File: config.mk
export PLATFORM = sky130hd
export DESIGN_NAME = cclag_front
export DESIGN_NICKNAME = d
export VERILOG_FILES = /design/src/hw/rtl/cross_correlation_lag_search_assert.svh /design/src/hw/rtl/cclag_pkg.sv /design/src/hw/rtl/cclag_front.sv
export SDC_FILE = /design/constraint.sdc
export NUM_CORES = 1
export LEC_CHECK = 0
export CORE_UTILIZATION = 35
export CTS_BUF_LIST = sky130_fd_sc_hd__clkbuf_16
export DETAILED_ROUTE_END_ITERATION = 10
export DONT_BUFFER_PORTS = 1
export GPL_TIMING_DRIVEN = 0
export HOLD_SLACK_MARGIN = 0.03
export SLEW_MARGIN = 20
export SYNTH_ARGS = -nofsm -noshare
export SYNTH_HDL_FRONTEND = slang
export SYNTH_SLANG_ARGS = --single-unit
File: constraint.sdc
create_clock -name i_clk -period 9.45 [get_ports i_clk]
set_clock_uncertainty 0.2 [all_clocks]
set_input_delay 2.835 -clock i_clk [delete_from_list [all_inputs] [get_ports i_clk]]
set_output_delay 2.835 -clock i_clk [all_outputs]
set_load 0.01 [all_outputs]
File: src/hw/rtl/cross_correlation_lag_search_assert.svh
// ----------------------------------------------------------------------------
// Cross-correlation lag search assertion macros
// Shared property wrappers that sample on i_clk and are disabled in reset.
// ----------------------------------------------------------------------------
`ifndef CROSS_CORRELATION_LAG_SEARCH_ASSERT_SVH
`define CROSS_CORRELATION_LAG_SEARCH_ASSERT_SVH

// The consequent must hold in the same cycle as the antecedent.
`define CCLAG_ASSERT_NOW(label, ante, cons, msg) \
    label: assert property (@(posedge i_clk) disable iff (!i_rst_n) \
        (ante) |-> (cons)) else $error(msg);

// The consequent must hold in the cycle after the antecedent.
`define CCLAG_ASSERT_NEXT(label, ante, cons, msg) \
    label: assert property (@(posedge i_clk) disable iff (!i_rst_n) \
        (ante) |=> (cons)) else $error(msg);

`endif

File: src/hw/rtl/cclag_pkg.sv
// ----------------------------------------------------------------------------
// Cross-correlation lag search package
// Sizes, widths, job and release records and the search state type.
// ----------------------------------------------------------------------------
package cclag_pkg;

    localparam int MAX_SAMPLES = 256;
    localparam int LAG_RANGE   = 25;

    localparam int RAW_W       = 24;
    localparam int SMP_W       = 16;
    localparam int TRUNC_SHIFT = 8;
    localparam int THR_W       = 39;
    localparam int ENERGY_W    = 40;
    localparam int SCORE_W     = 40;
    localparam int LAG_OUT_W   = 6;

    localparam logic [THR_W-1:0] THR_RESET = 39'd400000000;

    localparam int ADDR_W    = $clog2(MAX_SAMPLES);
    localparam int CNT_W     = $clog2(MAX_SAMPLES + 1);
    localparam int RAM_AW    = ADDR_W + 1;
    localparam int RAM_DEPTH = 2 * (2 ** ADDR_W);

    localparam int LAG_W = $clog2(LAG_RANGE) + 1;
    localparam int IDX_W = ((CNT_W > LAG_W) ? CNT_W : LAG_W) + 2;

    localparam int PROD_W = 2 * SMP_W;
    localparam int SQ_W   = 2 * SMP_W;
    localparam int ACC_RAW_W = PROD_W + ADDR_W + 1;
    localparam int ACC_W  = (ACC_RAW_W > SCORE_W + 1) ? ACC_RAW_W : SCORE_W + 1;

    localparam logic signed [LAG_W-1:0] FIRST_LAG = LAG_W'(-LAG_RANGE);
    localparam logic signed [LAG_W-1:0] LAST_LAG  = LAG_W'(LAG_RANGE - 1);

    localparam int QUEUE_DEPTH = 2;
    localparam int QPTR_W      = $clog2(QUEUE_DEPTH);
    localparam int QCNT_W      = $clog2(QUEUE_DEPTH + 1);

    localparam int IN_TDATA_W  = ((2 * RAW_W + 7) / 8) * 8;
    localparam int OUT_FIELD_W = LAG_OUT_W + SCORE_W;
    localparam int OUT_TDATA_W = ((OUT_FIELD_W + 7) / 8) * 8;

    typedef struct packed {
        logic             bank;
        logic [CNT_W-1:0] count;
        logic             silent;
    } t_job;

    typedef struct packed {
        logic valid;
        logic bank;
    } t_release;

    typedef enum logic [2:0] {
        BK_IDLE,
        BK_SETUP,
        BK_ISSUE,
        BK_DRAIN,
        BK_OUTPUT
    } t_back_state;

endpackage

File: src/hw/rtl/cclag_front.sv
// ----------------------------------------------------------------------------
// Cross-correlation lag search front end
// Accepts sample pairs, stores them in the free bank, sums the reference
// energy and hands each finished batch to the search queue.
// ----------------------------------------------------------------------------
module cclag_front
    import cclag_pkg::*;
(
    input  logic                     i_clk,
    input  logic                     i_rst_n,
    input  logic                     i_cfg_wen,
    input  logic [THR_W-1:0]         i_cfg_wdata,
    input  logic                     i_valid,
    output logic                     o_ready,
    input  logic signed [RAW_W-1:0]  i_ref_raw,
    input  logic signed [RAW_W-1:0]  i_mic_raw,
    input  logic                     i_last,
    output logic                     o_wr_en,
    output logic [RAM_AW-1:0]        o_wr_addr,
    output logic [SMP_W-1:0]         o_ref_wr_data,
    output logic [SMP_W-1:0]         o_mic_wr_data,
    input  t_release                 i_release,
    output logic                     o_push,
    output t_job                     o_push_job
);

    logic [THR_W-1:0]    r_thr;
    logic [CNT_W-1:0]    r_count;
    logic [CNT_W-1:0]    n_count;
    logic                r_wbank;
    logic [1:0]          r_busy;
    logic [1:0]          n_busy;
    logic [ENERGY_W-1:0] r_energy;
    logic [ENERGY_W-1:0] n_energy;

    logic                r_s1_valid;
    logic                r_s1_store;
    logic                r_s1_last;
    logic                r_s1_bank;
    logic [CNT_W-1:0]    r_s1_count;
    logic signed [SMP_W-1:0] r_s1_ref;

    logic                r_s2_valid;
    logic                r_s2_last;
    logic                r_s2_bank;
    logic [CNT_W-1:0]    r_s2_count;
    logic [SQ_W-1:0]     r_s2_sq;

    logic                accept;
    logic                store;
    logic [CNT_W-1:0]    count_after;
    logic signed [SMP_W-1:0] ref_trunc;
    logic signed [SMP_W-1:0] mic_trunc;
    logic signed [PROD_W-1:0] sq_full;
    logic [ENERGY_W:0]   energy_sum;
    logic [ENERGY_W-1:0] energy_sat;

    assign ref_trunc   = i_ref_raw[TRUNC_SHIFT +: SMP_W];
    assign mic_trunc   = i_mic_raw[TRUNC_SHIFT +: SMP_W];
    assign o_ready     = !r_busy[r_wbank];
    assign accept      = i_valid && o_ready;
    assign store       = accept && (r_count < CNT_W'(MAX_SAMPLES));
    assign count_after = store ? r_count + 1'b1 : r_count;

    assign o_wr_en       = store;
    assign o_wr_addr     = {r_wbank, r_count[ADDR_W-1:0]};
    assign o_ref_wr_data = ref_trunc;
    assign o_mic_wr_data = mic_trunc;

    assign sq_full    = r_s1_ref * r_s1_ref;
    assign energy_sum = {1'b0, r_energy} + (ENERGY_W + 1)'(r_s2_sq);
    assign energy_sat = energy_sum[ENERGY_W] ? '1 : energy_sum[ENERGY_W-1:0];

    assign o_push            = r_s2_valid && r_s2_last;
    assign o_push_job.bank   = r_s2_bank;
    assign o_push_job.count  = r_s2_count;
    assign o_push_job.silent = !(energy_sat > ENERGY_W'(r_thr));

    always_comb begin
        n_count = r_count;
        if (accept) begin
            n_count = i_last ? '0 : count_after;
        end

        n_busy = r_busy;
        if (i_release.valid) begin
            n_busy[i_release.bank] = 1'b0;
        end
        if (accept && i_last) begin
            n_busy[r_wbank] = 1'b1;
        end

        n_energy = r_energy;
        if (r_s2_valid) begin
            n_energy = r_s2_last ? '0 : energy_sat;
        end
    end

    always_ff @(posedge i_clk) begin
        if (!i_rst_n) begin
            r_thr      <= THR_RESET;
            r_count    <= '0;
            r_wbank    <= 1'b0;
            r_busy     <= '0;
            r_energy   <= '0;
            r_s1_valid <= 1'b0;
            r_s2_valid <= 1'b0;
        end else begin
            if (i_cfg_wen) begin
                r_thr <= i_cfg_wdata;
            end
            r_count    <= n_count;
            r_busy     <= n_busy;
            r_energy   <= n_energy;
            r_s1_valid <= accept;
            r_s2_valid <= r_s1_valid;
            if (accept && i_last) begin
                r_wbank <= !r_wbank;
            end
        end
    end

    always_ff @(posedge i_clk) begin
        r_s1_ref   <= ref_trunc;
        r_s1_store <= store;
        r_s1_last  <= i_last;
        r_s1_bank  <= r_wbank;
        r_s1_count <= count_after;
        r_s2_sq    <= r_s1_store ? SQ_W'(sq_full) : '0;
        r_s2_last  <= r_s1_last;
        r_s2_bank  <= r_s1_bank;
        r_s2_count <= r_s1_count;
    end

endmodule

==> results.md <==
* Critical Path Start: r_energy[5]
* H-tree Lvls at 4
* Gpl congestion at between 0.9 and 1
* Met2 Resource Use GR at 0.292
* Critical Path Start Type: flip-flop
* Final Hold Violating Endpoints at 0
* CTS Buf Count at 17
* Critical Path End Type: primary output
* Top post-synthesis cells by area: fa_1 27%, dfxtp_1 19%, ha_1 11%
* CTS max path bufs at 2
* Synth Flop Type: dfxtp_1
* CTS Hold Buffers Added at 0
* Core area at approximately 50000 µm²
* CP required at ~6400 ps
* Met1 usage at 0.225
* Die Width at between 200 and 250 µm
* Synthesis-stage register bit count at 163
* CP arrival at approximately 5200 ps
* Sequential area share after synthesis at 0.187
* Die H at about 230 µm
* Final setup violation count at 0
* Max-cap violation count at 0
* Unique masters post-synth at 77
* Post-detail-place hpwl at 35100 µm
* Detail Route Antenna Nets at 0
* Cell row count at between 80 and 90
* Bufs and invs on worst path at 2
* Initial DRC count at a little under 600
* R2r endpoint: r_s2_sq[31]
* Initial antenna violation count at 0
* DR vias at between 10000 and 15000
* Fmax at approximately 120 MHz
* Setup Fix Bufs, Post-CTS at 0
* Mapped Nets at 2397
* Most numerous cell in the Yosys netlist: inv_1
* Met3 usage at 0.0302
* Mean Syn Cell Area at 9.15 µm²
* Setup TNS Final at 0 ps
* Pins Over Slew Limit at 0
* Crit path max-delay family: compound AO/OA/AOI/OAI gates
* Min cycle time layout at roughly 8300 ps
* Post-cts sizing count at 0
* Vias per Instance at roughly 4.8
* Clock Sinks at 163
* R2R depth at 24
* Die ar. at 50700 µm²
* Crit Path Category: reg -> out
* Initial DRT Pass Iterations at 4
* Number of enable flip-flop cells after synthesis at 0
* Share of cells above drive strength 1 at 0.0552
* Hold crit path type: reg -> reg
* # diodes at 0
* Total congestion overflow at 0
* Worst Tran Pin Value at roughly 900 ps
* Fin crit share at 0.876
* CTS tree: built
* Wire length of the first global-routing pass at 67900 µm
* Initial Util at 0.356
* Worst R2R Setup Slack at 1500 ps
* GRT busiest layer: met2
* Rel. slew slack at 0.402
* Total wire length at 42400 µm
* Reg2reg start: r_s1_ref[15]
* Worst path max stage delay at ~390 ps
* Root Buffer: clkbuf_16
* IO Port Bufs at 0
* Post-synthesis async set-or-reset flop share at 0
* Synth warn at 0
* RSZ-0062 raised after global routing: no
* CP max stage cell: a211oi_1
* Total GRT Usage at 0.174
* Crit-path cells: ha_1 > clkbuf_1 > a21oi_1 > nand2_1 > o21ai_2 > a311oi_1 > o2111ai_1 > nand3_1 > nand2b_1 > buf_2 > nand2_1 > ha_1 > a21oi_1 > nor2b_1 > o21ai_0 > nand2b_1 > a21oi_1 > o21ai_0 > a211oi_1 > o21ai_0 > a211oi_2
* DRC at 0
* Post-Syn Area at ~17000 µm²
* Worst hold path depth at 0
* Vias in the first global route at approximately 13000
* Crit-path max FO at 10
* Top post-synthesis cells by count: 391 x inv_1, 237 x fa_1, 163 x dfxtp_1
* Drt wl/cell at approximately 16 µm
* Post-synth top area share at 0.272
* Ports at about 150
* Worst-path clk slew at 80 ps
* Status: finished clean
* Synth Instances at between 1500 and 2000
* Final #Nets at approximately 2400
* Synth-to-Final Area Change at 8.32%
* Pin count of the biggest net entering global routing at 21
* Yosys top cell by area: fa_1
* Cell count along the critical path at 21
* Crit path to: o_push_job[0]
* Clk_lat worst skew at between 400 and 500 ps
## flip-flops by register name, indices dropped and copies added (netlist names), 2 cells and up
name        flops
r_s2_count      9
r_s1_count      9
r_thr          39
r_s2_sq        31
r_s1_ref       16
r_count         9
r_busy          2
r_energy       40
## cells in the final DEF (no fill, tap or decap), types with 7 or more instances in the layout
| cell | synthesis | final |
|---|---|---|
| nand2b_1 | 11 | 11 |
| nand3_1 | 24 | 24 |
| nor2b_1 | 47 | 47 |
| a22oi_1 | 8 | 8 |
| o21a_1 | 11 | 11 |
| clkbuf_1 | 49 | 49 |
| o211ai_1 | 15 | 15 |
| nor2_1 | 64 | 64 |
| ha_1 | 160 | 160 |
| a21o_1 | 46 | 46 |
| a22o_1 | 31 | 31 |
| and3_1 | 19 | 19 |
| fa_1 | 237 | 237 |
| buf_4 | 42 | 42 |
| nor3_1 | 10 | 10 |
| a31oi_1 | 9 | 9 |
| nand4_1 | 20 | 20 |
| mux2i_1 | 33 | 33 |
| a21oi_1 | 58 | 58 |
| a211oi_1 | 8 | 8 |
| clkbuf_16 | 0 | 17 |
| inv_1 | 391 | 391 |
| dfxtp_1 | 163 | 163 |
| xnor2_1 | 49 | 49 |
| and2_1 | 81 | 81 |
| buf_2 | 7 | 7 |
| o21ai_0 | 38 | 38 |
| nand2_1 | 156 | 156 |
| xor2_1 | 29 | 29 |
## worst register-to-register path, stage by stage (launching register included)
cell       delay (ps)
dfxtp_1           310
clkbuf_1          220
inv_1             320
clkbuf_1          600
nor2_1            200
fa_1              550
inv_1             140
fa_1              640
inv_1             270
fa_1              660
fa_1              470
fa_1              540
inv_1              50
fa_1              520
inv_1              40
ha_1              410
a21o_1            200
a21o_1            170
a21o_1            190
o2bb2ai_1         190
o41ai_2           380
nand2_1           100
a21oi_1           180
xnor2_1           100
and2_1            170
## kinds of logic after synthesis
group,synth area share
AO/OA/AOI/OAI,0.117
XOR/XNOR,0.0392
adder cells (fa/ha/maj),0.387
buffers and inverters,0.116
flip-flops,0.187
multiplexers,0.0215
AND/OR/NAND/NOR,0.133
## stage by stage
stage,hold slack (ps),instance area (µm²),setup slack [ps],util,std cells
5_1_grt,137,18900,815,0.385,2602
4_1_cts,127,18900,1110,0.385,2602
2_1_floorplan,110,17400,2690,-,1906
3_3_place_gp,112,18300,1570,0.372,2570
6_report,121,18900,1170,0.385,2602
3_5_place_dp,112,18300,1530,0.372,2570
## layout make-up
| type | count | area [µm²] |
|---|---|---|
| clock inverter | 15 | 195 |
| multi-input combinational | 1250 | 12200 |
| inverter | 392 | 1470 |
| clock buffer | 17 | 425 |
| fill | 4943 | 30200 |
| sequential | 163 | 3260 |
| buffer | 101 | 546 |
| tap | 664 | 831 |
## worst min-delay path by stage
| stage | from | to |
|---|---|---|
| after CTS | r_s1_last | r_s2_last |
| after floorplan | r_s1_bank | r_s2_bank |
| after global routing | r_s1_count[4] | r_s2_count[4] |
| after global placement | r_s1_count[4] | r_s2_count[4] |
| final | r_s1_last | r_s2_last |
| after detailed placement | r_s1_count[4] | r_s2_count[4] |
## metal layers
| layer | up-vias | share of wire |
|---|---|---|
| li1 | 6070 | - |
| met4 | 0 | 0.021 |
| met2 | 293 | 0.48 |
| met3 | 51 | 0.049 |
| met1 | 6191 | 0.45 |
| met5 | - | 0 |
Power is left out: the tool's default activity adds up to more than one toggle a clock period on the data nets, which glitch-free logic cannot reach.
