[src/hw/rtl/cross_correlation_lag_search_assert.svh]
// ----------------------------------------------------------------------------
// Cross-correlation lag search assertion macros
// Shared property wrappers that sample on i_clk and are disabled in reset.
// ----------------------------------------------------------------------------
`ifndef CROSS_CORRELATION_LAG_SEARCH_ASSERT_SVH
`define CROSS_CORRELATION_LAG_SEARCH_ASSERT_SVH

// The consequent must hold in the same cycle as the antecedent.
`define CCLAG_ASSERT_NOW(label, ante, cons, msg) \
    label: assert property (@(posedge i_clk) disable iff (!i_rst_n) \
        (ante) |-> (cons)) else $error(msg);

// The consequent must hold in the cycle after the antecedent.
`define CCLAG_ASSERT_NEXT(label, ante, cons, msg) \
    label: assert property (@(posedge i_clk) disable iff (!i_rst_n) \
        (ante) |=> (cons)) else $error(msg);

`endif

[src/hw/rtl/cclag_pkg.sv]
// ----------------------------------------------------------------------------
// Cross-correlation lag search package
// Sizes, widths, job and release records and the search state type.
// ----------------------------------------------------------------------------
package cclag_pkg;

    localparam int MAX_SAMPLES = 256;
    localparam int LAG_RANGE   = 25;

    localparam int RAW_W       = 24;
    localparam int SMP_W       = 16;
    localparam int TRUNC_SHIFT = 8;
    localparam int THR_W       = 39;
    localparam int ENERGY_W    = 40;
    localparam int SCORE_W     = 40;
    localparam int LAG_OUT_W   = 6;

    localparam logic [THR_W-1:0] THR_RESET = 39'd400000000;

    localparam int ADDR_W    = $clog2(MAX_SAMPLES);
    localparam int CNT_W     = $clog2(MAX_SAMPLES + 1);
    localparam int RAM_AW    = ADDR_W + 1;
    localparam int RAM_DEPTH = 2 * (2 ** ADDR_W);

    localparam int LAG_W = $clog2(LAG_RANGE) + 1;
    localparam int IDX_W = ((CNT_W > LAG_W) ? CNT_W : LAG_W) + 2;

    localparam int PROD_W = 2 * SMP_W;
    localparam int SQ_W   = 2 * SMP_W;
    localparam int ACC_RAW_W = PROD_W + ADDR_W + 1;
    localparam int ACC_W  = (ACC_RAW_W > SCORE_W + 1) ? ACC_RAW_W : SCORE_W + 1;

    localparam logic signed [LAG_W-1:0] FIRST_LAG = LAG_W'(-LAG_RANGE);
    localparam logic signed [LAG_W-1:0] LAST_LAG  = LAG_W'(LAG_RANGE - 1);

    localparam int QUEUE_DEPTH = 2;
    localparam int QPTR_W      = $clog2(QUEUE_DEPTH);
    localparam int QCNT_W      = $clog2(QUEUE_DEPTH + 1);

    localparam int IN_TDATA_W  = ((2 * RAW_W + 7) / 8) * 8;
    localparam int OUT_FIELD_W = LAG_OUT_W + SCORE_W;
    localparam int OUT_TDATA_W = ((OUT_FIELD_W + 7) / 8) * 8;

    typedef struct packed {
        logic             bank;
        logic [CNT_W-1:0] count;
        logic             silent;
    } t_job;

    typedef struct packed {
        logic valid;
        logic bank;
    } t_release;

    typedef enum logic [2:0] {
        BK_IDLE,
        BK_SETUP,
        BK_ISSUE,
        BK_DRAIN,
        BK_OUTPUT
    } t_back_state;

endpackage

[src/hw/rtl/cclag_queue.sv]
// ----------------------------------------------------------------------------
// Search job queue
// Short first-in first-out queue of finished batches awaiting the search.
// ----------------------------------------------------------------------------
`include "cross_correlation_lag_search_assert.svh"

module cclag_queue
    import cclag_pkg::*;
(
    input  logic i_clk,
    input  logic i_rst_n,
    input  logic i_push,
    input  t_job i_push_job,
    input  logic i_pop,
    output logic o_valid,
    output t_job o_job
);

    t_job              r_slot [QUEUE_DEPTH];
    logic [QPTR_W-1:0] r_wr_ptr;
    logic [QPTR_W-1:0] r_rd_ptr;
    logic [QCNT_W-1:0] r_count;
    logic              pop_ok;

    assign pop_ok  = i_pop && (r_count != '0);
    assign o_valid = (r_count != '0);
    assign o_job   = r_slot[r_rd_ptr];

    always_ff @(posedge i_clk) begin
        if (i_push) begin
            r_slot[r_wr_ptr] <= i_push_job;
        end
    end

    always_ff @(posedge i_clk) begin
        if (!i_rst_n) begin
            r_wr_ptr <= '0;
            r_rd_ptr <= '0;
            r_count  <= '0;
        end else begin
            if (i_push) begin
                r_wr_ptr <= (r_wr_ptr == QPTR_W'(QUEUE_DEPTH - 1)) ? '0 : r_wr_ptr + 1'b1;
            end
            if (pop_ok) begin
                r_rd_ptr <= (r_rd_ptr == QPTR_W'(QUEUE_DEPTH - 1)) ? '0 : r_rd_ptr + 1'b1;
            end
            if (i_push && !pop_ok) begin
                r_count <= r_count + 1'b1;
            end else if (!i_push && pop_ok) begin
                r_count <= r_count - 1'b1;
            end
        end
    end

    `CCLAG_ASSERT_NOW(a_no_overflow, i_push, r_count != QCNT_W'(QUEUE_DEPTH),
        "job pushed into a full queue")

endmodule

[config.mk]
export PLATFORM = sky130hd
export DESIGN_NAME = cclag_queue
export DESIGN_NICKNAME = d
export VERILOG_FILES = /design/src/hw/rtl/cclag_pkg.sv /design/src/hw/rtl/cclag_queue.sv
export VERILOG_INCLUDE_DIRS = /design/src /design/src/hw/rtl
export SDC_FILE = /design/constraint.sdc
export NUM_CORES = 1
export LEC_CHECK = 0
export BUFFER_PORTS_ARGS = -buffer_cell sky130_fd_sc_hd__clkbuf_2
export CORE_MARGIN = 4
export CORE_UTILIZATION = 25
export DETAILED_ROUTE_END_ITERATION = 8
export GPL_TIMING_DRIVEN = 0
export MAX_ROUTING_LAYER = met4
export PLACE_DENSITY = 0.43
export SYNTH_ARGS = -nofsm -noshare
export SYNTH_HDL_FRONTEND = slang
export SYNTH_SLANG_ARGS = --single-unit
export TNS_END_PERCENT = 30
[constraint.sdc]
create_clock -name i_clk -period 1.53 [get_ports i_clk]
set_input_delay 0.153 -clock i_clk [delete_from_list [all_inputs] [get_ports i_clk]]
set_output_delay 0.153 -clock i_clk [all_outputs]
set_load 0.01 [all_outputs]
==> out/results.tsv, run 1 <==
metric	value	unit
outcome	completed	
input/output buffers	26	
Final Instance Area	0.00125	mm2
Power, Total	0.00183	W
Core Area	0.00377	mm2
worst vdd ir	0.636	mV
met3 Resource Use GR	0.0323	
RSZ-0062 raised after global routing	false	
WL/cell	12.1	um
Antenna Nets Post-Route	0	
post-synthesis cell type count	15	
met1 usage in global routing	0.0676	
post-CTS setup buffers	0	
Placed Instance Area	0.00119	mm2
P_leak	0.470	nW
die area	0.00509	mm2
fillers	383	
Max Clk Rate	0.692	GHz
post-synthesis register bit count	27	
number of remaining DRC errors	0	
Starting Density	0.266	
CP endpoint kind	primary output	
largest net degree at the start of global routing	17	
number of diodes	0	
CP peak stage delay	0.36	ns
CP arrival	1.29	ns
Root Buffer	clkbuf_8	
grt met2 use	0.118	
CTS tree	built	
CP startpoint kind	flip-flop	
Ys Warns	0	
MaxCap Viol Count	0	
initial antenna violation count	0	
H-tree depth	1	
Tmin final	1.44	ns
cts hold-fix bufs	0	
crit-path cells	buf_4 > mux2_2 > clkbuf_2	
PwrDens	1460	mW/mm2
Syn Inst Count	55	
Slew HR	0.583	
CTS Buffer Depth	2	
final net count	102	
Crit Path Max Fanout	10	
DRT iter0 DRCs	5	
post-synth top area cell	edfxtp_1	
top-level port count	27	
share of layout cells above drive strength 1	0.518	
final core utilization	0.331	
Resized Gates After CTS	2	
Buf/Inv on CP	2	
Chip Width	71.4	um
Die Span Y	71.4	um
commonest cells after routing, fill and taps aside	26 x clkbuf_2, 22 x edfxtp_1, 11 x mux2_2	
Hold Slack	0.0707	ns
number of max-slew violations in the final report	0	
Worst-Margin Slew	0.623	ns
busiest grt layer	met2	
Worst-path clk slew	0.09	ns
Avg Cell Area, Syn	18.2	um2
clock tree sinks	27	
GPL Wtd Cong	0.594	
drt total wl	1.61	mm
Post-Syn Area	0.00100	mm2
Vias	538	
Vias/cell	4.05	
top cells by area, synth	edfxtp_1 66%, mux2_2 12%, dfxtp_1 10%, and2_1 2.5%, xnor2_1 1.7%	
Top delay family on crit path	multiplexers	
Mapped Nets	71	
Fin. Hold Viols	0	
crit path kind	reg2out	
global route total overflow	0	
FP Rows	22	
final worst path period share	0.944	
area fraction of the dominant cell type after synthesis	0.658	
DR pass1 iterations	3	
Seq/Total Area, Yosys	0.758	
Area Overhead vs Synth	24.3	%
Setup-failing EPs final	0	
Hold/Removal Path Class	in2reg	
Worst path slowest cell	mux2_2	
Layout Skew	0.00629	ns
clock buffer count from CTS	3	
most common cell after layout, fill and taps aside	clkbuf_2	
first-pass GRT wire length	2.53	mm
vias in the first global route	581	
Clk Latency, worst-skew pair	0.27	ns
GRT Total Usage	0.0670	
Crit path required time	1.38	ns
-- per-layer routing --
layer / wire (um) / vias up
li1: - / 264
met1: 667 / 255
met2: 804 / 17
met3: 122 / 2
met4: 15 / 0
met5: 0 / -
-- cell usage after synthesis, drive strengths merged --
cell	number
a21boi	1
and2	4
buf	1
dfxtp	5
edfxtp	22
ha	1
mux2	11
nor2b	2
o21a	1
o21ai	2
or2	1
or3	1
xnor2	2
xor2	1
-- worst paths after layout --
path | slack (ns) | from | end | cells after the start
worst max-delay path | 0.09 | flip-flop | o_job[4] | 3
worst min-delay path | 0.07 | i_push_job[4] | r_slot[1][4] | 1
worst max register to register | 0.09 | r_count[0] | r_count[1] | 4
worst min register to register | 0.53 | r_count[1] | r_count[1] | 2
-- area by class of cell --
class | count | area (um2) | share of cell area
clock buffer | 3 | 41.3 | 0.0331
clock inverter | 1 | 7.51 | 0.00602
timing repair buffer | 26 | 130 | 0.104
sequential | 27 | 761 | 0.610
tap | 48 | 60.1 | 0.0481
multi-input combinational | 27 | 240 | 0.193
buffer | 1 | 7.51 | 0.00602
-- metrics by stage --
step	setup TNS [ns]	cells	setup WS (ns)
floorplan	0	55	0.217
global placement	-0.568	129	-0.0519
detailed placement	-0.450	129	-0.0412
CTS	0	133	0.0599
global route	0	133	0.00578
finish	0	133	0.0855
-- state kept, by name (all words and copies together) (netlist names), named ones only --
signal	cells
r_rd_ptr	1
r_wr_ptr	1
r_slot	22
r_count	2
-- logic make-up after synthesis --
group                      count (synthesis)  share of synthesized area
DFF                                       27                      0.758
muxes                                     11                      0.123
and+or+nand+nor                            8                     0.0499
AOI/OAI and AO/OA                          4                     0.0249
xor gates and xnor gates                   3                     0.0262
buffers and inverters                      1                    0.00498
adders and majority gates                  1                     0.0125
-- power by group --
group / switching [W] / internal (W)
Sequential: 0.0000448 / 0.000879
Combinational: 0.000238 / 0.000276
Clock: 0.000207 / 0.000184
No activity file was read; power rests on OpenSTA's default activity.
==> run 2, diff against run 1 <==
--- a/config.mk
+++ b/config.mk
@@ -8,11 +8,11 @@
 export LEC_CHECK = 0
 export BUFFER_PORTS_ARGS = -buffer_cell sky130_fd_sc_hd__clkbuf_2
 export CORE_MARGIN = 4
-export CORE_UTILIZATION = 25
+export CORE_UTILIZATION = 49
 export DETAILED_ROUTE_END_ITERATION = 8
 export GPL_TIMING_DRIVEN = 0
 export MAX_ROUTING_LAYER = met4
-export PLACE_DENSITY = 0.43
+export PLACE_DENSITY = 0.74
 export SYNTH_ARGS = -nofsm -noshare
 export SYNTH_HDL_FRONTEND = slang
 export SYNTH_SLANG_ARGS = --single-unit
==> run 2 against run 1 <==
  * Die area decreased by 44%
  * Flip-flop and latch count unchanged
  * Critical endpoint is now o_job[2]
  * Cell count decreased by 13%
  * Register-to-register slack gained 0.04 ns
  * Combinational power up 2%
  * Via count is 3.7% higher
  * Highest routed layer unchanged
  * Sequential share of layout area barely moved
  * Non-clock buffer count increased by 4
  * Power down 5.1%
==> out/results.tsv, run 2 (synthesized netlist as in run 1, its figures left out) <==
metric	value	unit	change
number of diodes	0		unchanged
Placed Instance Area	0.00117	mm2	-2.2%
Clk Latency, worst-skew pair	0.30	ns	+0.03 ns
Starting Density	0.511		+0.245
Crit path required time	1.38	ns	about the same
Die Span Y	53.3	um	-25%
CP startpoint kind	flip-flop		
worst vdd ir	0.999	mV	+57%
Tmin final	1.44	ns	-0.00353 ns
Layout Skew	0.00476	ns	-0.00153 ns
crit path kind	reg2out		
final worst path period share	0.942		-0.00231
Setup-failing EPs final	0		unchanged
register area	762	um2	+0.16%
MaxCap Viol Count	0		unchanged
CP arrival	1.29	ns	about the same
Worst-path clk slew	0.13	ns	+0.04 ns
HPWL Detailed	1.03	mm	
final net count	106		+3.9%
Hold Slack	0.0313	ns	-0.0393 ns
Multi-input gate area	244	um2	+1.6%
top-level port count	27		unchanged
Worst-Margin Slew	0.591	ns	-0.0320 ns
Slew HR	0.604		+0.0215
GRT Total Usage	0.127		+0.0602
number of remaining DRC errors	0		unchanged
DR pass1 iterations	2		-1
Root Buffer	clkbuf_4		
CP endpoint kind	primary output		
vias in the first global route	558		-4.0%
Top Registers	r_slot (22), r_count (2)		
placed cells	108		-16%
Antenna Nets Post-Route	0		unchanged
P_leak	0.484	nW	+3.1%
CTS Buffer Depth	2		unchanged
Hold/Removal Path Class	in2reg		
fillers	173		-55%
input/output buffers	26		unchanged
Final Instance Area	0.00125	mm2	+0.10%
CTS tree	built		
Largest register FFs	22		unchanged
largest net degree at the start of global routing	16		-1
Fin. Hold Viols	0		unchanged
clock buffer count from CTS	3		unchanged
PwrDens	1390	mW/mm2	-5.2%
final std cells w/o fill	116		-13%
commonest cells after routing, fill and taps aside	26 x clkbuf_2, 22 x edfxtp_1, 11 x mux2_2		
WL/cell	12.3	um	+1.2%
DRT iter0 DRCs	1		-4
Core Area	0.00196	mm2	-48%
global route total overflow	0		unchanged
first-pass GRT wire length	2.39	mm	-5.5%
RSZ-0062 raised after global routing	false		
Max Clk Rate	0.694	GHz	+0.24%
initial antenna violation count	0		unchanged
Crit Path Max Fanout	10		unchanged
number of max-slew violations in the final report	0		unchanged
GPL Wtd Cong	0.634		+6.8%
Vias	558		+3.7%
Area Overhead vs Synth	24.4	%	
Chip Width	53.3	um	-25%
H-tree depth	1		unchanged
share of layout cells above drive strength 1	0.517		-0.000793
most common cell after layout, fill and taps aside	clkbuf_2		
Setup TNS	0	ns	unchanged
outcome	completed		
clock tree sinks	27		unchanged
FP Rows	16		-27%
die area	0.00284	mm2	-44%
Vias/cell	4.81		+19%
drt total wl	1.42	mm	-12%
Top reg by flops	r_slot		
==> run 2: cell types whose count changed in the layout (fill, tap and decap cells not counted) <==
cell	delta
buf_4	-1
buf_6	+1
clkbuf_4	+3
clkbuf_8	-3
clkinv_2	+1
clkinvlp_4	-1
dfxtp_1	-1
dfxtp_2	+1
dlygate4sd3_1	+4
o21ai_1	-1
o21ai_2	+1
==> run 2: path summary, 6_finish.rpt <==
| kind | cells past startpoint | slack [ns] | start | end |
|---|---|---|---|---|
| worst max-delay path | 3 | 0.09 | flip-flop | o_job[2] |
| worst min-delay path | 1 | 0.03 | i_push_job[2] | r_slot[0][2] |
| worst max register to register | 4 | 0.13 | r_count[0] | r_count[1] |
| worst min register to register | 2 | 0.56 | r_count[1] | r_count[1] |
==> run 2: timing repair <==
item,4_1_cts,5_1_grt
hold endpoints to repair,0,8
resized for setup,2,3
hold buffers,0,4
buffers inserted,0,0
endpoints found under the setup margin,15,11
==> run 2: through the flow <==
stage           util  power [W]  setup slack [ns]
2_1_floorplan      -    0.00128             0.217
3_3_place_gp   0.595    0.00142            0.0284
3_5_place_dp   0.595    0.00145            0.0167
4_1_cts        0.612    0.00173           0.00288
5_1_grt        0.636    0.00187           0.00183
6_report       0.636    0.00173            0.0890
==> run 2: final cells by class <==
type	instances	area share
sequential	27	0.610
clock buffer	3	0.0180
clock inverter	1	0.00401
timing repair buffer	30	0.136
buffer	1	0.00902
multi-input combinational	27	0.195
tap	27	0.0271
==> run 2: power breakdown <==
| group | switching [W] | internal (W) | leakage (nW) |
|---|---|---|---|
| registers | 0.0000534 | 0.000881 | 0.248 |
| clock network | 0.000181 | 0.0000974 | 0.0177 |
| logic | 0.000230 | 0.000292 | 0.219 |
==> run 2: worst max-delay path, stage by stage (launching register included) <==
cell	delay, ns
dfxtp_2	0.37
buf_6	0.15
mux2_2	0.34
clkbuf_2	0.13
==> run 2: routing by layer <==
layer,share of wire,track usage
met1,0.39,0.139
met2,0.54,0.208
met3,0.060,0.0394
met4,0.013,0.0638
met5,0,-
