### config.mk
export PLATFORM = sky130hd
export DESIGN_NAME = cclag_back
export DESIGN_NICKNAME = d
export VERILOG_FILES = /design/src/hw/rtl/cclag_pkg.sv /design/src/hw/rtl/cclag_back.sv
export VERILOG_INCLUDE_DIRS = /design/src /design/src/hw/rtl
export SDC_FILE = /design/constraint.sdc
export NUM_CORES = 1
export LEC_CHECK = 0
export BUFFER_PORTS_ARGS = -buffer_cell sky130_fd_sc_hd__buf_4
export CAP_MARGIN = 20
export CORE_MARGIN = 2
export CORE_UTILIZATION = 40
export CTS_BUF_LIST = sky130_fd_sc_hd__clkbuf_16
export DETAILED_ROUTE_END_ITERATION = 8
export PLACE_DENSITY = 0.65
export SLEW_MARGIN = 20
export SYNTH_ARGS = -nofsm -noshare
export SYNTH_HDL_FRONTEND = slang
export SYNTH_SLANG_ARGS = --single-unit
### constraint.sdc
create_clock -name i_clk -period 13.1 [get_ports i_clk]
set_clock_uncertainty 0.2 [all_clocks]
set_input_delay 0.655 -clock i_clk [delete_from_list [all_inputs] [get_ports i_clk]]
set_output_delay 0.655 -clock i_clk [all_outputs]
set_load 0.02 [all_outputs]
### src/hw/rtl/cross_correlation_lag_search_assert.svh
// ----------------------------------------------------------------------------
// Cross-correlation lag search assertion macros
// Shared property wrappers that sample on i_clk and are disabled in reset.
// ----------------------------------------------------------------------------
`ifndef CROSS_CORRELATION_LAG_SEARCH_ASSERT_SVH
`define CROSS_CORRELATION_LAG_SEARCH_ASSERT_SVH

// The consequent must hold in the same cycle as the antecedent.
`define CCLAG_ASSERT_NOW(label, ante, cons, msg) \
    label: assert property (@(posedge i_clk) disable iff (!i_rst_n) \
        (ante) |-> (cons)) else $error(msg);

// The consequent must hold in the cycle after the antecedent.
`define CCLAG_ASSERT_NEXT(label, ante, cons, msg) \
    label: assert property (@(posedge i_clk) disable iff (!i_rst_n) \
        (ante) |=> (cons)) else $error(msg);

`endif

### src/hw/rtl/cclag_pkg.sv
// ----------------------------------------------------------------------------
// Cross-correlation lag search package
// Sizes, widths, job and release records and the search state type.
// ----------------------------------------------------------------------------
package cclag_pkg;

    localparam int MAX_SAMPLES = 256;
    localparam int LAG_RANGE   = 25;

    localparam int RAW_W       = 24;
    localparam int SMP_W       = 16;
    localparam int TRUNC_SHIFT = 8;
    localparam int THR_W       = 39;
    localparam int ENERGY_W    = 40;
    localparam int SCORE_W     = 40;
    localparam int LAG_OUT_W   = 6;

    localparam logic [THR_W-1:0] THR_RESET = 39'd400000000;

    localparam int ADDR_W    = $clog2(MAX_SAMPLES);
    localparam int CNT_W     = $clog2(MAX_SAMPLES + 1);
    localparam int RAM_AW    = ADDR_W + 1;
    localparam int RAM_DEPTH = 2 * (2 ** ADDR_W);

    localparam int LAG_W = $clog2(LAG_RANGE) + 1;
    localparam int IDX_W = ((CNT_W > LAG_W) ? CNT_W : LAG_W) + 2;

    localparam int PROD_W = 2 * SMP_W;
    localparam int SQ_W   = 2 * SMP_W;
    localparam int ACC_RAW_W = PROD_W + ADDR_W + 1;
    localparam int ACC_W  = (ACC_RAW_W > SCORE_W + 1) ? ACC_RAW_W : SCORE_W + 1;

    localparam logic signed [LAG_W-1:0] FIRST_LAG = LAG_W'(-LAG_RANGE);
    localparam logic signed [LAG_W-1:0] LAST_LAG  = LAG_W'(LAG_RANGE - 1);

    localparam int QUEUE_DEPTH = 2;
    localparam int QPTR_W      = $clog2(QUEUE_DEPTH);
    localparam int QCNT_W      = $clog2(QUEUE_DEPTH + 1);

    localparam int IN_TDATA_W  = ((2 * RAW_W + 7) / 8) * 8;
    localparam int OUT_FIELD_W = LAG_OUT_W + SCORE_W;
    localparam int OUT_TDATA_W = ((OUT_FIELD_W + 7) / 8) * 8;

    typedef struct packed {
        logic             bank;
        logic [CNT_W-1:0] count;
        logic             silent;
    } t_job;

    typedef struct packed {
        logic valid;
        logic bank;
    } t_release;

    typedef enum logic [2:0] {
        BK_IDLE,
        BK_SETUP,
        BK_ISSUE,
        BK_DRAIN,
        BK_OUTPUT
    } t_back_state;

endpackage

### src/hw/rtl/cclag_back.sv
// ----------------------------------------------------------------------------
// Cross-correlation lag search back end
// Walks every lag of a queued batch through one shared multiply-accumulate
// pipeline, keeps the best score and holds the result for the output.
// ----------------------------------------------------------------------------
`include "cross_correlation_lag_search_assert.svh"

module cclag_back
    import cclag_pkg::*;
(
    input  logic                  i_clk,
    input  logic                  i_rst_n,
    input  logic                  i_job_valid,
    input  t_job                  i_job,
    output logic                  o_pop,
    output logic                  o_rd_en,
    output logic [RAM_AW-1:0]     o_ref_rd_addr,
    output logic [RAM_AW-1:0]     o_mic_rd_addr,
    input  logic [SMP_W-1:0]      i_ref_rd_data,
    input  logic [SMP_W-1:0]      i_mic_rd_data,
    output t_release              o_release,
    output logic                  o_m_valid,
    input  logic                  i_m_ready,
    output logic [LAG_OUT_W-1:0]  o_peak_lag,
    output logic [SCORE_W-1:0]    o_peak_score,
    output logic                  o_silent
);

    localparam logic signed [ACC_W-1:0] SAT_HI = {{(ACC_W - SCORE_W + 1){1'b0}},
                                                  {(SCORE_W - 1){1'b1}}};
    localparam logic signed [ACC_W-1:0] SAT_LO = {{(ACC_W - SCORE_W + 1){1'b1}},
                                                  {(SCORE_W - 1){1'b0}}};

    t_back_state             r_state;
    t_back_state             n_state;
    logic signed [IDX_W-1:0] r_j;
    logic signed [IDX_W-1:0] n_j;
    logic signed [IDX_W-1:0] r_jend;
    logic signed [IDX_W-1:0] n_jend;
    logic                    r_empty;
    logic                    n_empty;
    logic signed [LAG_W-1:0] r_lag;
    logic signed [LAG_W-1:0] n_lag;
    logic                    r_bank;
    logic [CNT_W-1:0]        r_n;
    logic                    r_silent;

    logic signed [IDX_W-1:0] lag_ext;
    logic signed [IDX_W-1:0] n_ext;
    logic signed [IDX_W-1:0] j_start;
    logic signed [IDX_W-1:0] j_end;
    logic signed [IDX_W-1:0] j_next;
    logic signed [IDX_W-1:0] k_idx;
    logic                    beat;
    logic                    beat_last;
    logic                    out_load;

    logic                    r_s1_valid;
    logic                    r_s1_zero;
    logic                    r_s1_last;
    logic                    r_s1_final;
    logic signed [LAG_W-1:0] r_s1_lag;
    logic signed [PROD_W-1:0] prod;

    logic                    r_s2_valid;
    logic                    r_s2_last;
    logic                    r_s2_final;
    logic signed [LAG_W-1:0] r_s2_lag;
    logic signed [PROD_W-1:0] r_s2_prod;

    logic signed [ACC_W-1:0] r_acc;
    logic signed [ACC_W-1:0] acc_sum;
    logic                    r_s3_valid;
    logic                    r_s3_final;
    logic signed [LAG_W-1:0] r_s3_lag;
    logic signed [ACC_W-1:0] r_s3_score;

    logic signed [SCORE_W-1:0] sat_score;
    logic                    better;
    logic                    r_have;
    logic signed [SCORE_W-1:0] r_peak_score;
    logic signed [LAG_W-1:0] r_peak_lag;
    logic                    r_s4_done;
    logic signed [31:0]      lag_wide;

    logic                    r_out_valid;
    logic [LAG_OUT_W-1:0]    r_out_lag;
    logic [SCORE_W-1:0]      r_out_score;
    logic                    r_out_silent;

    assign lag_ext = IDX_W'(r_lag);
    assign n_ext   = $signed(IDX_W'(r_n));
    assign j_start = (lag_ext < 0) ? -lag_ext : '0;
    assign j_end   = (lag_ext > 0) ? n_ext - lag_ext : n_ext;
    assign j_next  = r_j + 1'b1;
    assign k_idx   = r_j + lag_ext;

    assign o_rd_en       = beat && !r_empty;
    assign o_ref_rd_addr = {r_bank, r_j[ADDR_W-1:0]};
    assign o_mic_rd_addr = {r_bank, k_idx[ADDR_W-1:0]};

    assign o_release.valid = out_load;
    assign o_release.bank  = r_bank;

    always_comb begin
        n_state   = r_state;
        n_j       = r_j;
        n_jend    = r_jend;
        n_empty   = r_empty;
        n_lag     = r_lag;
        o_pop     = 1'b0;
        beat      = 1'b0;
        beat_last = 1'b0;
        out_load  = 1'b0;
        unique case (r_state)
            BK_IDLE: begin
                if (i_job_valid) begin
                    o_pop   = 1'b1;
                    n_lag   = FIRST_LAG;
                    n_state = BK_SETUP;
                end
            end
            BK_SETUP: begin
                n_j     = j_start;
                n_jend  = j_end;
                n_empty = (j_start >= j_end);
                n_state = BK_ISSUE;
            end
            BK_ISSUE: begin
                beat      = 1'b1;
                beat_last = r_empty || (j_next == r_jend);
                if (beat_last) begin
                    if (r_lag == LAST_LAG) begin
                        n_state = BK_DRAIN;
                    end else begin
                        n_lag   = r_lag + 1'b1;
                        n_state = BK_SETUP;
                    end
                end else begin
                    n_j = j_next;
                end
            end
            BK_DRAIN: begin
                if (r_s4_done) begin
                    n_state = BK_OUTPUT;
                end
            end
            BK_OUTPUT: begin
                if (!r_out_valid || i_m_ready) begin
                    out_load = 1'b1;
                    n_state  = BK_IDLE;
                end
            end
            default: begin
                n_state = BK_IDLE;
            end
        endcase
    end

    always_ff @(posedge i_clk) begin
        if (!i_rst_n) begin
            r_state <= BK_IDLE;
        end else begin
            r_state <= n_state;
        end
    end

    always_ff @(posedge i_clk) begin
        r_j     <= n_j;
        r_jend  <= n_jend;
        r_empty <= n_empty;
        r_lag   <= n_lag;
        if (o_pop) begin
            r_bank   <= i_job.bank;
            r_n      <= i_job.count;
            r_silent <= i_job.silent;
        end
    end

    // Multiply-accumulate pipeline: read, multiply, accumulate, compare.
    assign prod      = $signed(i_mic_rd_data) * $signed(i_ref_rd_data);
    assign acc_sum   = r_acc + ACC_W'(r_s2_prod);
    assign sat_score = (r_s3_score > SAT_HI) ? SAT_HI[SCORE_W-1:0] :
                       (r_s3_score < SAT_LO) ? SAT_LO[SCORE_W-1:0] :
                       r_s3_score[SCORE_W-1:0];
    assign better    = !r_have || (sat_score > r_peak_score);
    assign lag_wide  = 32'(r_peak_lag);

    always_ff @(posedge i_clk) begin
        if (!i_rst_n) begin
            r_s1_valid  <= 1'b0;
            r_s2_valid  <= 1'b0;
            r_s3_valid  <= 1'b0;
            r_s4_done   <= 1'b0;
            r_acc       <= '0;
            r_have      <= 1'b0;
            r_out_valid <= 1'b0;
        end else begin
            r_s1_valid  <= beat;
            r_s2_valid  <= r_s1_valid;
            r_s3_valid  <= r_s2_valid && r_s2_last;
            r_s4_done   <= r_s3_valid && r_s3_final;
            r_out_valid <= out_load || (r_out_valid && !i_m_ready);
            if (r_s2_valid) begin
                r_acc <= r_s2_last ? '0 : acc_sum;
            end
            if (o_pop) begin
                r_have <= 1'b0;
            end else if (r_s3_valid) begin
                r_have <= 1'b1;
            end
        end
    end

    always_ff @(posedge i_clk) begin
        r_s1_zero  <= r_empty;
        r_s1_last  <= beat_last;
        r_s1_final <= beat_last && (r_lag == LAST_LAG);
        r_s1_lag   <= r_lag;
        r_s2_prod  <= r_s1_zero ? '0 : prod;
        r_s2_last  <= r_s1_last;
        r_s2_final <= r_s1_final;
        r_s2_lag   <= r_s1_lag;
        r_s3_score <= acc_sum;
        r_s3_final <= r_s2_final;
        r_s3_lag   <= r_s2_lag;
        if (r_s3_valid && better) begin
            r_peak_score <= sat_score;
            r_peak_lag   <= r_s3_lag;
        end
        if (out_load) begin
            r_out_lag    <= lag_wide[LAG_OUT_W-1:0];
            r_out_score  <= r_peak_score;
            r_out_silent <= r_silent;
        end
    end

    assign o_m_valid    = r_out_valid;
    assign o_peak_lag   = r_out_lag;
    assign o_peak_score = r_out_score;
    assign o_silent     = r_out_silent;

    `CCLAG_ASSERT_NOW(a_index_in_batch, (r_state == BK_ISSUE) && !r_empty,
        (r_j < r_jend) && (k_idx >= 0) && (k_idx < n_ext),
        "sample index outside the batch")
    `CCLAG_ASSERT_NOW(a_done_while_drain, r_s4_done, r_state == BK_DRAIN,
        "final lag scored outside the drain wait")
    `CCLAG_ASSERT_NEXT(a_final_after_issue, r_s3_valid && r_s3_final,
        (r_state == BK_DRAIN) && r_s4_done,
        "final lag score arrived while samples were still issued")

endmodule

==> results.cfg, run 1 <==
[outcome]
status = finished, final reports clean

[logic_synthesis]
synth_area_leaders = fa_1 (23%), edfxtp_1 (17%), dfxtp_1 (13%)
syn-cell-area_um2 = 23100
seq_area_frac_synth = 0.3003
synth_ff_type = dfxtp_1
netlist.top_cell.by_area = fa_1
ys_top_cells_by_count = inv_1 (424), fa_1 (265), nand2_1 (201)
yosys_register_bits = 280
synth_compound_area_frac = 0.09696
yosysWarnings = 0
async_flop_share = 0
synth_cell_type_count = 74
synthCells = 2357
synth_top_area_frac = 0.2297
synthMuxAreaShare = 0.004062
syn_avg_cell_area_um2 = 9.800
synth_edf_count = 133
synth-simple-area-share = 0.1363
synth_top_family_by_area = adder cells
synthXorXnorAreaFrac = 0.04317
synth.most_common_cell = inv_1
synthAdderAreaFrac = 0.3342

[grt]
grt_start_max_net_pins = 61
grt_pass1_vias = 16521
antenna_found_initial = 0
grt_first_pass_wirelength_um = 82340
grt-ovfl-total = 0
track_usage = 0.1677

[worst_setup_path]
r2r_slack_ns = 7.70
cp_cell_sequence = buf_4 > nand2_1 > fa_1 > inv_1 > fa_1 > inv_1 > fa_1 > inv_1 > fa_1 > fa_1 > inv_1 > fa_1 > inv_1 > ha_1 > nor2b_1 > o21ai_0 > o21ai_0 > or3_1 > a31o_2 > a31o_4 > a31oi_4 > xnor2_1 > nor2_1
slowest_delay_ns = 0.96
crit_path_start = i_mic_rd_data[15]
crit_path_end_kind = flop
critPathMostFrequentCell = fa_1
r2r_start = r_s3_score[39]
r2r-end = r_peak_lag[0]
rr_worst_depth = 16
crit_family = adder cells
critPathBufInv = 6
critical_path_class = input pin to flop
cp-start-kind = input pin
cp_max_fo = 16
worstPathRequired_ns = 13.30
arrival_ns = 7.10
slowest_stage = fa_1

[timing]
rsz0062_at_grt = false
finalHoldViolations = 0
worst_slew_pin_slew_ns = 0.9633
drv_slew = 0
finalSetupViolCount = 0
fmax_ghz = 0.1450
fin_crit_sh = 0.5265
maxSlewHeadroom = 0.3569
timing.setup.tns_ns = 0
min_period_ns = 6.898

[clock_tree]
cts-root-buf = clkbuf_16
holdBufCountCts = 0
insertion_delay_ns = 0.56
cts-buffers-inserted = 29
cts_setup_buffers = 0
ctsLongestPathBuffers = 3
clk_pin_slew_ns = 0.06
cts.sinks = 280
cts_tree = built
htree_num_levels = 1
ctsResizeCount = 0

[pwr]
vdd_ir_drop_max_uv = 279.5
p_seq_frac = 0.163
p_leak_nw = 12.03
p_int_w = 0.003697
power.density_nw_per_um2 = 272.8
switching_power_w = 0.003295
combPwrFrac = 0.722
swShare = 0.4712
clkPwrFrac = 0.115

[floorplanning]
row_count = 88
die_y_um = 244.3
die_x_um = 244.3
die_area_um2 = 59690
core-area_um2 = 57370
pin_count = 117
start_util = 0.4027

[placement]
gp_congestion = 0.9037
place.port_buffers = 116
hpwl_um = 39070
dp_cells = 3164

[layout]
layout-drive-gt1-share = 0.08361
areaGrowthSynthToFinish_pct = 10.94
diodes = 0
fin_nets = 2935
instances_no_fill = 3217

[worst_hold_path]
holdPathStages = 1
hp-class = input pin to flop
hp-start = i_job[0]
hold-path-endpoint = r_silent

[route]
post-route-drc-count = 0
postRouteAntennaNets = 0
wire_per_inst_um = 15.24
routed_wl_um = 49030
avgViaCountPerCell = 4.884
drtIter0Drc = 995
num_vias = 15711
drt-pass1-iter-count = 8

[run]
cap_viol_max_count = 0
worst max path at each step:
| stage | endpoint | slack (ns) | depth (start not counted) |
|---|---|---|---|
| after detailed placement | r_s2_prod[31] | 5.60 | 23 |
| after global placement | r_s2_prod[31] | 5.74 | 23 |
| after global routing | r_s2_prod[31] | 5.83 | 23 |
| final | r_s2_prod[31] | 6.20 | 23 |
| after CTS | r_s2_prod[31] | 6.19 | 23 |
| after floorplan | r_s2_prod[31] | 6.08 | 23 |
registers in the layout, indices dropped and copies added, names as in the netlist, 9 cells and up:
name          cells
r_peak_score     40
r_s2_prod        32
r_j              11
o_peak_score     40
r_acc            41
r_s3_score       41
r_jend           11
r_n               9
logic make-up (layout without fill, tap and decap cells):
logic type      Yosys count  after routing
other cells               1              5
compound gates          341            341
simple gates            645            645
xor+xnor                113            113
fa+ha+maj               458            458
mux                       9              9
flops                   280            280
buf+inv                 510            601
metal layers:
layer | vias up | track usage | wire length (um)
li1 | 7679 | - | -
met1 | 7604 | 0.2294 | 23010
met2 | 356 | 0.2808 | 22590
met3 | 72 | 0.02239 | 2414
met4 | 0 | 0.04304 | 1024
met5 | - | 0 | 0
stage by stage:
| stage | total power, W | hold slack [ns] | area [um2] | util | setup WS [ns] |
|---|---|---|---|---|---|
| floorplan | 0.005139 | 0.1096 | 23110 | - | 6.080 |
| global placement | 0.006047 | 0.1104 | 24650 | 0.4298 | 5.736 |
| detailed placement | 0.006223 | 0.1121 | 24660 | 0.4299 | 5.600 |
| CTS | 0.007060 | 0.04390 | 25630 | 0.4467 | 6.194 |
| global route | 0.007823 | 0.05491 | 25630 | 0.4467 | 5.831 |
| finish | 0.006992 | 0.08168 | 25630 | 0.4467 | 6.202 |
final cells by class:
class / instances / area [um2]
clock buffer: 31 / 775.7
inverter: 424 / 1592
fill: 5422 / 31740
multi-input combinational: 1571 / 14240
sequential: 280 / 6938
timing repair buffer: 124 / 930.9
tap: 765 / 957.2
clock inverter: 22 / 188.9
placed cells by master (no fill, tap or decap), drive strengths merged, types with 6 or more instances in the layout:
| cell type | instances |
|---|---|
| nor2b | 64 |
| a21o | 53 |
| nand2 | 202 |
| a211oi | 8 |
| buf | 124 |
| and2 | 127 |
| nor2 | 145 |
| mux2i | 6 |
| dfxtp | 147 |
| o21bai | 13 |
| and3 | 6 |
| inv | 429 |
| nand4 | 24 |
| nor3 | 18 |
| nand3 | 22 |
| o211ai | 9 |
| o21a | 12 |
| ha | 193 |
| o21ai | 83 |
| clkinvlp | 6 |
| fa | 265 |
| xnor2 | 75 |
| edfxtp | 133 |
| a22o | 16 |
| nand2b | 13 |
| xor2 | 38 |
| clkbuf | 31 |
| a21oi | 98 |
| clkinv | 10 |
| a31oi | 9 |
power groups by stage:
stage | combinational (W) | clock (W) | sequential (W)
3_5_place_dp | 0.00507 | 0 | 0.00116
4_1_cts | 0.00509 | 0.000833 | 0.00114
5_1_grt | 0.00581 | 0.000863 | 0.00115
6_report | 0.00505 | 0.000806 | 0.00114
3_3_place_gp | 0.00489 | 0 | 0.00115
2_1_floorplan | 0.00401 | 0 | 0.00113
No activity file was read; power rests on OpenSTA's default activity.
==> run 2: changes to the inputs <==
--- a/config.mk
+++ b/config.mk
@@ -6,13 +6,14 @@
 export SDC_FILE = /design/constraint.sdc
 export NUM_CORES = 1
 export LEC_CHECK = 0
+export ABC_AREA = 1
 export BUFFER_PORTS_ARGS = -buffer_cell sky130_fd_sc_hd__buf_4
 export CAP_MARGIN = 20
 export CORE_MARGIN = 2
 export CORE_UTILIZATION = 40
 export CTS_BUF_LIST = sky130_fd_sc_hd__clkbuf_16
 export DETAILED_ROUTE_END_ITERATION = 8
-export PLACE_DENSITY = 0.65
+export PLACE_DENSITY = 0.67
 export SLEW_MARGIN = 20
 export SYNTH_ARGS = -nofsm -noshare
 export SYNTH_HDL_FRONTEND = slang
==> constraint.sdc (replaced) <==
create_clock -name i_clk -period 5.58 [get_ports i_clk]
set_clock_uncertainty 0.2 [all_clocks]
set_input_delay 0.279 -clock i_clk [delete_from_list [all_inputs] [get_ports i_clk]]
set_output_delay 0.279 -clock i_clk [all_outputs]
set_load 0.02 [all_outputs]
==> results.cfg, run 2 <==
[worst_hold_path]
hp-class = flop to flop

[floorplanning]
die_area_um2 = 63810
die_y_um = 252.6
start_util = 0.4028
pin_count = 117
row_count = 91
die_x_um = 252.6
core-area_um2 = 61370

[layout]
final_common_cell = inv_1
num-fill-cells = 5914
multi_input_area_um2 = 14860
regArea_um2 = 6937
finalInstanceArea_um2 = 28950
largestRegisters = r_acc (41), r_s3_score (41)
areaGrowthSynthToFinish_pct = 17.10
most-common-layout-cells = inv_1 (708), nand2_1 (687), buf_4 (297)
fin_nets = 3797
layout-drive-gt1-share = 0.1303

[timing]
fin_crit_sh = 0.9686
min_period_ns = 5.405
maxSlewHeadroom = 0.3839
finalHoldViolations = 0
worst_slew_pin_slew_ns = 0.9185
drv_slew = 0
rsz0062_at_grt = true
finalSetupViolCount = 0
fmax_ghz = 0.1850

[clock_tree]
clk_pin_slew_ns = 0.06
cts-root-buf = clkbuf_16
ctsLongestPathBuffers = 3
insertion_delay_ns = 0.58
htree_num_levels = 1
cts.sinks = 280
cts_tree = built
cts-buffers-inserted = 30

[worst_setup_path]
cp_cell_sequence = buf_4 > clkinvlp_4 > or2_2 > fa_1 > fa_1 > inv_1 > fa_1 > fa_1 > fa_1 > inv_1 > fa_1 > inv_1 > ha_1 > nand2_1 > nor4_4 > nand4_1 > o211ai_1 > buf_4 > a21oi_1 > o21a_1
cp_max_fo = 8
crit_path_end_kind = flop
critical_path_class = input pin to flop
critPathMostFrequentCell = fa_1
critPathBufInv = 6
arrival_ns = 5.67
slowest_delay_ns = 0.55
slowest_stage = fa_1
crit_family = adder cells
worstPathRequired_ns = 5.85
cp-start-kind = input pin

[logic_synthesis]
synth_top_family_by_area = adder cells
synth.most_common_cell = inv_1
netlist.top_cell.by_area = fa_1
synth_cell_type_count = 53
synth_compound_area_frac = 0.07896
yosysWarnings = 0
synthMuxAreaShare = 0
synth_edf_count = 133
synthCells = 3039
synth_top_area_frac = 0.2146
async_flop_share = 0
yosys_register_bits = 280
seq_area_frac_synth = 0.2806
synth-simple-area-share = 0.1848
synth_area_leaders = fa_1 (21%), edfxtp_1 (16%), dfxtp_1 (12%)
synthAdderAreaFrac = 0.3123
ys_top_cells_by_count = inv_1 (708), nand2_1 (689), fa_1 (265)
synth_ff_type = dfxtp_1
syn_avg_cell_area_um2 = 8.135
syn-cell-area_um2 = 24720
synthXorXnorAreaFrac = 0.01812

[route]
num_vias = 19443
routed_wl_um = 57360
drt-pass1-iter-count = 5
postRouteAntennaNets = 0
wire_per_inst_um = 13.97
drtIter0Drc = 1023
avgViaCountPerCell = 4.734
post-route-drc-count = 0

[placement]
gp_congestion = 0.9446
place.port_buffers = 116
placed_cell_area_um2 = 27670
hpwl_um = 47830

[grt]
grt_first_pass_wirelength_um = 96940
antenna_found_initial = 1
grt_pass1_vias = 19635
grt_start_max_net_pins = 49
track_usage = 0.1858
grt-ovfl-total = 0

[outcome]
status = finished, final reports clean

[run]
cap_viol_max_count = 0
[run 2: changes by cell type after synthesis, sizes merged, moves of 12 or more]
| cell | change |
|---|---|
| nand2 | +509 |
| inv | +286 |
| and2 | -109 |
| a21oi | +91 |
| nor2b | -64 |
| nand3 | +63 |
| xnor2 | -57 |
| nor2 | +50 |
| a21o | -44 |
| o21ai | +24 |
| a22o | -16 |
| clkbuf | +13 |
| nand2b | -12 |
[run 2: layer usage]
metal  vias up  share of wire  track usage
li1       9789              -            -
met1      9199           0.47       0.2572
met2       391           0.46       0.3152
met3        64          0.053      0.02286
met4         0          0.016      0.03246
met5         -              0            0
[run 2: cells by family after synthesis]
| group | after synthesis |
|---|---|
| simple gates | 1091 |
| buf+inv | 811 |
| fa+ha+maj | 458 |
| compound gates | 351 |
| flops | 280 |
| xor+xnor | 47 |
| other cells | 1 |
[run 2: final timing paths]
path	from	slack, ns	cells past startpoint	end
worst max-delay path	i_ref_rd_data[15]	0.18	20	r_s2_prod[25]
worst min register to register	r_s1_final	0.12	0	r_s2_final
worst min-delay path	r_s1_final	0.12	0	r_s2_final
worst max register to register	r_s3_score[40]	1.02	18	r_peak_score[15]
[run 2: worst reg2reg max path, cell delays in order (launching register included)]
cell and delay, ns:
dfxtp_1 0.36, inv_1 0.06, nor2_1 0.13, clkinv_1 0.74, nand2_1 0.25, nand2_1 0.10, ha_1 0.31, nand2_1 0.05
inv_1 0.08, nand3_1 0.07, or2_2 0.30, nor2_1 0.15, nand2_1 0.08, nor2_1 0.11, nor2_1 0.07, nand3_1 0.06
nand3b_1 0.22, a21boi_4 0.32, buf_4 0.49
[run 2: what timing repair did]
item	in CTS	in global routing
buffers inserted	0	2
gates resized for setup	0	17
hold buffers	16	0
endpoints found under the setup margin	0	6
endpoints found under the hold margin	19	0
[run 2: area by class of cell]
class | count | area share
clock inverter | 23 | 0.007175
multi-input combinational | 1952 | 0.5134
inverter | 712 | 0.09245
tap | 790 | 0.03415
timing repair buffer | 316 | 0.08463
clock buffer | 33 | 0.02853
antenna | 1 | 0.00008645
sequential | 280 | 0.2396
[run 2: through the flow]
stage	util	instances	hold WS [ns]	TNS (ns)	setup slack (ns)
floorplan	-	3043	0.1096	0	0.005315
global placement	0.4508	4032	0.1103	-2.985	-0.3261
detailed placement	0.4508	4032	0.1121	-4.007	-0.4143
CTS	0.4702	4104	0.1180	0	0.1742
global route	0.4717	4106	0.1296	-0.1727	-0.05174
finish	0.4717	4107	0.1194	0	0.1750
Power of run 2 is not shown: default switching activity piles up to over one toggle a cycle in this logic, so the estimate is an artifact.
==> run 3: changes to the inputs <==
--- a/config.mk
+++ b/config.mk
@@ -7,11 +7,11 @@
 export NUM_CORES = 1
 export LEC_CHECK = 0
 export ABC_AREA = 1
+export ABC_CLOCK_PERIOD_IN_PS = 5580
 export BUFFER_PORTS_ARGS = -buffer_cell sky130_fd_sc_hd__buf_4
 export CAP_MARGIN = 20
 export CORE_MARGIN = 2
 export CORE_UTILIZATION = 40
-export CTS_BUF_LIST = sky130_fd_sc_hd__clkbuf_16
 export DETAILED_ROUTE_END_ITERATION = 8
 export PLACE_DENSITY = 0.67
 export SLEW_MARGIN = 20
==> results.cfg, run 3 (synthesized netlist as in run 2, its figures left out) <==
[worst_setup_path]
critical_path_class = input pin to flop
r2r-end = r_peak_score[15]
critPathBufInv = 7
crit_path_end_kind = flop
crit_cells = 21
critPathMostFrequentCell = fa_1
r2r_start = r_s3_score[40]
rr_worst_depth = 18
arrival_ns = 5.65
worstPathRequired_ns = 5.85
cp_max_fo = 8
slowest_stage = fa_1
cp-endpoint = r_s2_prod[25]
cp-start-kind = input pin
cp_cell_sequence = buf_4 > clkinvlp_4 > or2_2 > fa_1 > fa_1 > inv_1 > fa_1 > fa_1 > fa_1 > inv_1 > fa_1 > inv_1 > ha_1 > nand2_1 > buf_4 > nor2_1 > a21oi_1 > o211ai_1 > buf_4 > a21oi_1 > o21a_1
crit_family = adder cells
r2r_slack_ns = 1.01
slowest_delay_ns = 0.55
crit_path_start = i_ref_rd_data[15]

[route]
drt-pass1-iter-count = 5
drtIter0Drc = 1050
post-route-drc-count = 0
wire_per_inst_um = 13.96
routed_wl_um = 57340
avgViaCountPerCell = 4.732
postRouteAntennaNets = 0
num_vias = 19440

[placement]
place.port_buffers = 116
gp_congestion = 0.9446
hpwl_um = 47830
dp_cells = 4032

[run]
cap_viol_max_count = 0

[clock_tree]
cts-root-buf = clkbuf_16
cts_tree = built
cts.sinks = 280
ctsLongestPathBuffers = 3
htree_num_levels = 1
cts-buffers-inserted = 30
insertion_delay_ns = 0.57
clk_pin_slew_ns = 0.06

[layout]
utilization = 0.4719
most-common-layout-cells = inv_1 (704), nand2_1 (687), buf_4 (297)
final_common_cell = inv_1
largestRegisters = r_acc (41), r_s3_score (41)
instances_no_fill = 4108
areaGrowthSynthToFinish_pct = 17.15
fin_nets = 3797
num-fill-cells = 5913
layout-drive-gt1-share = 0.1306

[timing]
drv_slew = 0
worst_slew_pin_slew_ns = 0.9253
maxSlewHeadroom = 0.3793
rsz0062_at_grt = true
fmax_ghz = 0.1857
fin_crit_sh = 0.9653
min_period_ns = 5.386
hold_slack_ns = 0.1194
finalSetupViolCount = 0
finalHoldViolations = 0
timing.setup.tns_ns = 0

[floorplanning]
pin_count = 117
core-area_um2 = 61370
row_count = 91
die_y_um = 252.6
die_x_um = 252.6
die_area_um2 = 63810
start_util = 0.4028

[grt]
grt_pass1_vias = 19637
grt_first_pass_wirelength_um = 96950
grt-ovfl-total = 0
grt_start_max_net_pins = 49
track_usage = 0.1858
antenna_found_initial = 1

[worst_hold_path]
hp-class = flop to flop

[outcome]
status = finished, final reports clean
==> run 3: cell type report <==
| type | instances | area [um2] | share of cell area |
|---|---|---|---|
| clock inverter | 18 | 188.9 | 0.006524 |
| clock buffer | 38 | 854.6 | 0.02951 |
| sequential | 280 | 6937 | 0.2395 |
| tap | 790 | 988.4 | 0.03413 |
| multi-input combinational | 1952 | 14860 | 0.5131 |
| inverter | 712 | 2676 | 0.09241 |
| timing repair buffer | 316 | 2450 | 0.08459 |
| antenna | 2 | 5.005 | 0.0001728 |
==> run 3: worst min-delay path by stage <==
stage | end | from | depth (start not counted)
detailed placement | r_s2_final | r_s1_final | 0
global route | r_s3_lag[1] | r_s2_lag[1] | 0
CTS | r_s2_final | r_s1_final | 0
floorplan | r_s2_final | r_s1_final | 0
global placement | r_s2_last | r_s1_last | 0
finish | r_s2_final | r_s1_final | 0
==> run 3: through the flow <==
stage | setup slack, ns | instance area [um2]
CTS | 0.1742 | 28870
global placement | -0.3261 | 27670
finish | 0.1936 | 28960
detailed placement | -0.4143 | 27670
floorplan | 0.005315 | 24930
global route | -0.05174 | 28960
==> run 3: what timing repair did <==
item / in CTS / in global routing
endpoints found under the hold margin: 19 / 0
setup buffers: 0 / 2
hold buffers: 16 / 0
endpoints found under the setup margin: 0 / 6
resized for setup: 0 / 17
==> run 3: routing by layer <==
metal / GRT usage / wire (um) / vias up
met3: 0.02286 / 3055 / 60
met5: 0 / 0 / -
met1: 0.2572 / 26770 / 9208
li1: - / - / 9791
met4: 0.03246 / 899 / 0
met2: 0.3152 / 26620 / 381
Power of run 3 is left out for the same reason.
